--- config.mk ---
export PLATFORM = sky130hd
export DESIGN_NAME = mbt4d_ctrl
export DESIGN_NICKNAME = d
export VERILOG_FILES = /design/src/sv/mbt4d_pkg.sv /design/src/sv/mbt4d_ctrl.sv
export SDC_FILE = /design/constraint.sdc
export NUM_CORES = 1
export LEC_CHECK = 0
export CAP_MARGIN = 20
export CELL_PAD_IN_SITES_DETAIL_PLACEMENT = 0
export CELL_PAD_IN_SITES_GLOBAL_PLACEMENT = 2
export CORE_ASPECT_RATIO = 1.25
export CORE_MARGIN = 2
export CORE_UTILIZATION = 36
export CTS_CLUSTER_SIZE = 16
export DETAILED_ROUTE_END_ITERATION = 10
export DONT_BUFFER_PORTS = 1
export GPL_TIMING_DRIVEN = 0
export PLACE_DENSITY_LB_ADDON = 0.1
export SKIP_LAST_GASP = 1
export SLEW_MARGIN = 20
export SYNTH_ARGS = -nofsm -noshare
export SYNTH_HDL_FRONTEND = slang
export SYNTH_SLANG_ARGS = --single-unit
--- constraint.sdc ---
create_clock -name i_clk -period 4 [get_ports i_clk]
set_input_delay 0.6 -clock i_clk [delete_from_list [all_inputs] [get_ports i_clk]]
set_output_delay 0.6 -clock i_clk [all_outputs]
set_load 0.01 [all_outputs]
--- src/sv/mbt4d_pkg.sv ---
// ----------------------------------------------------------------------------
// mbt4d_pkg
// shared types, constants and helpers of the 4-d maze backtracker
// ----------------------------------------------------------------------------
package mbt4d_pkg;

    localparam int MAX_SIDE  = 8;
    localparam int MAX_CELLS = 4096;
    localparam int SIDE_W    = $clog2(MAX_SIDE);
    localparam int IDX_W     = $clog2(MAX_CELLS);
    localparam int DEPTH_W   = IDX_W + 1;
    localparam int SREG_W    = 4;

    localparam logic [1:0] OP_SETUP = 2'd0;
    localparam logic [1:0] OP_STEP  = 2'd1;

    localparam logic [2:0] ACT_CARVED = 3'd0;
    localparam logic [2:0] ACT_BACK   = 3'd1;
    localparam logic [2:0] ACT_DONE   = 3'd2;
    localparam logic [2:0] ACT_SETUP  = 3'd3;
    localparam logic [2:0] ACT_READ   = 3'd4;

    typedef struct packed {
        logic             latch;
        logic             sweep_wr;
        logic             init_fin;
        logic             scan_rd;
        logic             mod_step;
        logic             pick;
        logic             rd_cur;
        logic             wr_cur;
        logic             rd_nb;
        logic             wr_nb;
        logic             rd_stk;
        logic             pop;
        logic             rd_q;
        logic             q_fin;
        logic             fin_idle;
        logic             emit;
        logic [IDX_W-1:0] cnt;
    } t_cmd;

    typedef struct packed {
        logic [1:0] op;
        logic       count_zero;
        logic       n_zero;
        logic       depth_zero;
        logic       out_free;
    } t_stat;

    // a side of 0 counts as 1, above the maximum counts as the maximum
    function automatic logic [SREG_W-1:0] eff_side(input logic [SREG_W-1:0] s);
        logic [SREG_W-1:0] r;
        r = s;
        if (s == '0) begin
            r = SREG_W'(1);
        end else if (s > SREG_W'(MAX_SIDE)) begin
            r = SREG_W'(MAX_SIDE);
        end
        return r;
    endfunction

endpackage

--- src/sv/mbt4d_ctrl.sv ---
// ----------------------------------------------------------------------------
// mbt4d_ctrl
// sequencer for set-up sweep, walk step and room read
// ----------------------------------------------------------------------------
module mbt4d_ctrl import mbt4d_pkg::*; (
    input  logic  i_clk,
    input  logic  i_rst_n,
    input  logic  i_req_valid,
    output logic  o_req_ready,
    input  t_stat i_stat,
    output t_cmd  o_cmd
);

    localparam logic [4:0] S_IDLE     = 5'd0;
    localparam logic [4:0] S_SWEEP    = 5'd1;
    localparam logic [4:0] S_INIT     = 5'd2;
    localparam logic [4:0] S_SCAN     = 5'd3;
    localparam logic [4:0] S_SCAN_END = 5'd4;
    localparam logic [4:0] S_CHECK    = 5'd5;
    localparam logic [4:0] S_MOD      = 5'd6;
    localparam logic [4:0] S_PICK     = 5'd7;
    localparam logic [4:0] S_RD_CUR   = 5'd8;
    localparam logic [4:0] S_WR_CUR   = 5'd9;
    localparam logic [4:0] S_RD_NB    = 5'd10;
    localparam logic [4:0] S_WR_NB    = 5'd11;
    localparam logic [4:0] S_RD_STK   = 5'd12;
    localparam logic [4:0] S_POP      = 5'd13;
    localparam logic [4:0] S_RD_Q     = 5'd14;
    localparam logic [4:0] S_Q_FIN    = 5'd15;
    localparam logic [4:0] S_FINISH   = 5'd16;
    localparam logic [4:0] S_EMIT     = 5'd17;

    logic [4:0]       r_state;
    logic [4:0]       n_state;
    logic [IDX_W-1:0] r_cnt;
    logic [IDX_W-1:0] n_cnt;

    assign o_req_ready = (r_state == S_IDLE);

    always_comb begin
        n_state = r_state;
        n_cnt   = r_cnt + IDX_W'(1);
        o_cmd   = '0;
        o_cmd.cnt = r_cnt;
        case (r_state)
            S_IDLE: begin
                n_cnt = '0;
                if (i_req_valid) begin
                    o_cmd.latch = 1'b1;
                    n_state = S_RD_Q;
                end
            end
            S_SWEEP: begin
                o_cmd.sweep_wr = 1'b1;
                if (r_cnt == IDX_W'(MAX_CELLS - 1)) begin
                    n_state = S_INIT;
                end
            end
            S_INIT: begin
                o_cmd.init_fin = 1'b1;
                n_state = S_EMIT;
            end
            S_SCAN: begin
                o_cmd.scan_rd = 1'b1;
                if (r_cnt == IDX_W'(7)) begin
                    n_state = S_SCAN_END;
                end
            end
            S_SCAN_END: begin
                n_state = S_CHECK;
            end
            S_CHECK: begin
                n_cnt = '0;
                if (!i_stat.n_zero) begin
                    n_state = S_MOD;
                end else if (!i_stat.depth_zero) begin
                    n_state = S_RD_STK;
                end else begin
                    n_state = S_FINISH;
                end
            end
            S_MOD: begin
                o_cmd.mod_step = 1'b1;
                if (r_cnt == IDX_W'(7)) begin
                    n_state = S_PICK;
                end
            end
            S_PICK: begin
                o_cmd.pick = 1'b1;
                n_state = S_RD_CUR;
            end
            S_RD_CUR: begin
                o_cmd.rd_cur = 1'b1;
                n_state = S_WR_CUR;
            end
            S_WR_CUR: begin
                o_cmd.wr_cur = 1'b1;
                n_state = S_RD_NB;
            end
            S_RD_NB: begin
                o_cmd.rd_nb = 1'b1;
                n_state = S_WR_NB;
            end
            S_WR_NB: begin
                o_cmd.wr_nb = 1'b1;
                n_state = S_EMIT;
            end
            S_RD_STK: begin
                o_cmd.rd_stk = 1'b1;
                n_state = S_POP;
            end
            S_POP: begin
                o_cmd.pop = 1'b1;
                n_state = S_EMIT;
            end
            S_RD_Q: begin
                // the request was latched last cycle; branch on it here
                if (i_stat.op == OP_SETUP) begin
                    n_cnt   = '0;
                    n_state = S_SWEEP;
                end else if (i_stat.op == OP_STEP) begin
                    n_cnt   = '0;
                    n_state = i_stat.count_zero ? S_FINISH : S_SCAN;
                end else begin
                    // opcodes two and three are served as a read
                    o_cmd.rd_q = 1'b1;
                    n_state = S_Q_FIN;
                end
            end
            S_Q_FIN: begin
                o_cmd.q_fin = 1'b1;
                n_state = S_EMIT;
            end
            S_FINISH: begin
                o_cmd.fin_idle = 1'b1;
                n_state = S_EMIT;
            end
            S_EMIT: begin
                if (i_stat.out_free) begin
                    o_cmd.emit = 1'b1;
                    n_state = S_IDLE;
                end
            end
            default: begin
                n_state = S_IDLE;
            end
        endcase
    end

    always_ff @(posedge i_clk) begin
        if (!i_rst_n) begin
            r_state <= S_IDLE;
            r_cnt   <= '0;
        end else begin
            r_state <= n_state;
            r_cnt   <= n_cnt;
        end
    end

endmodule
; Yosys cells after proc, flatten, opt, wreduce, memory -nomap -nowiden
; Index checks and enable logic that the tools add are counted.
[word_totals]
word_cells = 67
regBits = 17
output_inout_bits = 29
[op_classes]
n_eq_ne = 25
mux = 34
reduce_logical = 5
addsub = 1
[ops]
columns = operator, count
row1 = case mux 5 bit (14 select lines), 1
row2 = two-way mux 5 bit, 10
row3 = == test 5 x 4 -> 1 bit (second input constant), 8
row4 = two-way mux 12 bit, 2
row5 = case mux 12 bit (2 select lines), 1
row6 = == test 5 x 3 -> 1 bit (second input constant), 4
row7 = two-way mux 1 bit, 20
row8 = adder 12 x 1 -> 12 bit (second input constant), 1
row9 = == test 12 bit (second input constant), 1
row10 = == test 12 x 3 -> 1 bit (second input constant), 1
row11 = == test 5 x 2 -> 1 bit (second input constant), 2
row12 = == test 5 bit (second input constant), 2
row13 = != test 2 bit (second input constant), 5
row14 = == test 5 x 1 -> 1 bit (second input constant), 1
row15 = logical NOT 5 bit, 1
row16 = AND reduction 5 bit, 1
row17 = OR reduction 5 bit, 1
row18 = == test 2 x 1 -> 1 bit (second input constant), 1
row19 = logical NOT 2 bit, 1
row20 = OR reduction 2 bit, 1

; Depth between registers and ports, before layout
[depth]
word_depth = 4
mapped_depth = 6
ltp_nobuf = 5

; Worst setup path before layout
; OpenSTA, ideal clock, no wires.
[synth_timing]
path_kind = reg2out
startpoint = register r_state[3]
endpoint = output port o_cmd[27] (netlist bit)
setup_slack_ns = 2.115
stages_incl_launch_ff = 5
arrival_time_ns = 1.285
t_required_ns = 3.400
cell_sequence = dfxtp_1 buf_2 or3_1 nor2_1 and2_1
[synth_lines]
columns = element, line
row1 = "start, declared", mbt4d_ctrl.sv:33  ; logic [4:0] r_state;
row2 = "start signal, assigned", mbt4d_ctrl.sv:155  ; r_state <= n_state;
row3 = "end, declared", mbt4d_ctrl.sv:11  ; output t_cmd o_cmd

==> impl_metrics.tcl <==
set metrics [dict create \
    clockRootBuffer "clkbuf_8" \
    p_sw_w 0.000344 \
    seqPwrFrac_pct 31.1 \
    cts_resized 0 \
    core_area_um2 3190 \
    seq_area_frac_synth_pct 28.3 \
    ant_nets 0 \
    yosysUniqueCellTypes 49 \
    path_cells "buf_2, or3_1, nor2_1, and2_1" \
    p_per_area_nw_per_um2 607 \
    fin_area_um2 1290 \
    end_kind "output pin" \
    layout.nets 175 \
    grt_pass1_wl_um 5280 \
    drt_iter0_drc 25 \
    cp_max_fo 10 \
    routed_wl_um 3080 \
    route.detailed.drc 0 \
    timing_hold_violations_final 0 \
    via_per_inst 5.62 \
    dp_hpwl_um 2440 \
    clk_transition_reported_paths_ns 0.06 \
    initial_core_util_pct 37.6 \
    antenna_found_initial 0 \
    gr-total-overflow 0 \
    path_depth 4 \
    cts_buffers 3 \
    yosys.area.top_type "dfxtp_1" \
    first_pass_iters 4 \
    ys.flop_type "dfxtp_1" \
    wl_met1_um 1280 \
    io_buffer_count 0 \
    worstMarginPinSlew_ns 0.435 \
    rows 23 \
    htreeDepth 1 \
    setup_violations 0 \
    grt_pass1_vias 1106 \
    nFillCells 356 \
    start_kind "flop" \
    crit_slowest_cell "or3_1" \
    antennaDiodeCount 0 \
    drive_above_1_share_pct 9.76 \
    reg2reg_to "r_state[2]" \
    synth_nets 170 \
    crit_family "simple AND/OR/NAND/NOR gates" \
    synth_common_cells "nor2_1 (28), dfxtp_1 (17), nand2_1 (12), nor3_1 (10), nand3_1 (7)" \
    syn_inst 160 \
    place_area_um2 1250 \
    critPathBufInv 1 \
    numPlacedInstances 197 \
    syn_area_um2 1200 \
    p_int_w 0.000440 \
    slew_violations 0 \
    postCtsSetupBuffers 0 \
    crit_start "r_state[3]" \
    yosysMostFrequentCell "nor2_1" \
    cts.sinks 17 \
    critPathKind "flop to output pin" \
    required_ns 3.40 \
    final_cells 201 \
    hold_class "input pin to flop" \
    cts.path.max_buffers 2 \
    die_x_um 55.7 \
    ys_warn_count 0 \
    grt_max_degree 11 \
    r2r-start "r_cnt[0]" \
    fin_tns_setup_ns 0 \
    synth_top_area_share_pct 28.3 \
    async_flop_share_pct 0 \
    max_freq_ghz 0.442 \
    tritoncts "done" \
    p_leak_nw 0.458 \
    pwr-share-comb_pct 53.0 \
    grtUsageTotal_pct 17.4 \
    fin_crit_sh_pct 56.5 \
    highest_layer "met4" \
    avgSynthCellArea_um2 7.51 \
    ir_drop_mv 0.279 \
    rrSetupSlack_ns 2.34 \
    die_area_um2 3820 \
    fin_util_pct 40.5 \
    crit_end "o_cmd[27]" \
    status "complete, no violations" \
    syn2layout_area_growth_pct 7.60 \
    worst_r2r_path_depth 5 \
    clkPwrFrac_pct 15.9 \
    clock_latency_ns 0.24 \
    die_y_um 68.6 \
    synth_edf_count 0 \
    synth.top_cells.by_area "dfxtp_1 (28%), nor2_1 (8.8%), xor2_1 (4.4%)" \
    sw_frac_of_total_pct 43.9 \
    rsz0062_at_grt "no" \
    maxCapViolations 0 \
    dr_wl_met3_um 142 \
    period_needed_ns 2.26 \
    slowest_delay_ns 0.40 \
    synth_seq_cells 17 \
    met2_length_um 1630 \
    slew_headroom_pct 71.0 \
    postCtsHoldBufs 0 \
    cp.arrival_ns 1.66 \
    vias 1129 \
    skew_ns 0.00103 \
    io_pins 38 \
    place_congestion 0.828 \
    post_drt_wl_per_cell_um 15.3 \
]
-- flip-flops by register name, summed over array words and instances, names as in the netlist --
register,flops
r_state,5
r_cnt,12
-- per-layer routing --
metal | track usage [%] | vias to the layer above
met3 | 3.92 | 2
met5 | 0 | -
met4 | 6.40 | 0
met1 | 18.9 | 529
li1 | - | 577
met2 | 33.5 | 21
-- logic make-up (layout without fill, tap and decap cells) --
group / Yosys count / count (layout) / share of synthesized area [%]
DFF: 17 / 17 / 28.3
adders and majority gates: 1 / 1 / 1.04
buffers and inverters: 15 / 19 / 6.15
and+or+nand+nor: 89 / 89 / 38.2
AOI/OAI and AO/OA: 27 / 27 / 18.2
xor gates and xnor gates: 11 / 11 / 8.02
-- stage by stage --
stage,hold slack [ns],total power (W),worst slack [ns]
2_1_floorplan,0.469,0.000583,2.12
3_3_place_gp,0.486,0.000669,1.97
3_5_place_dp,0.512,0.000668,2.00
4_1_cts,0.467,0.000797,1.72
5_1_grt,0.464,0.000859,1.61
6_report,0.477,0.000784,1.74
-- worst min path at each step --
stage | startpoint | endpoint | depth (start not counted)
finish | i_rst_n | r_state[4] | 1
detailed placement | r_cnt[0] | r_cnt[0] | 1
global placement | r_cnt[0] | r_cnt[0] | 1
CTS | i_rst_n | r_state[4] | 1
floorplan | r_cnt[0] | r_cnt[0] | 1
global route | i_rst_n | r_state[4] | 1
-- cells in the final DEF, fill, tap and decap left out, drive strengths merged, types with 3 or more instances in the layout --
| master | count |
|---|---|
| nand3 | 7 |
| dfxtp | 17 |
| and2 | 4 |
| nor2b | 4 |
| nand4 | 3 |
| nor3 | 10 |
| xor2 | 6 |
| nand2b | 6 |
| inv | 5 |
| clkbuf | 7 |
| nand2 | 12 |
| buf | 7 |
| xnor2 | 5 |
| o21ai | 3 |
| a21oi | 3 |
| nor2 | 29 |
-- power by group through the flow --
stage	registers (W)	logic (W)	clock network, W
3_3_place_gp	0.000249	0.000421	0
4_1_cts	0.000244	0.000420	0.000132
3_5_place_dp	0.000248	0.000420	0
5_1_grt	0.000250	0.000470	0.000139
2_1_floorplan	0.000236	0.000346	0
6_report	0.000244	0.000416	0.000125
-- cell type report --
class                           count  area, um2  area share (%)
Sequential cell                    17        340            26.3
Clock buffer                        4       45.0            3.48
Tap cell                           37       46.3            3.58
Multi-Input combinational cell    128        787            60.9
Buffer                             10       55.1            4.26
Inverter                            5       18.8            1.45
No activity file was read; power rests on OpenSTA's default activity.
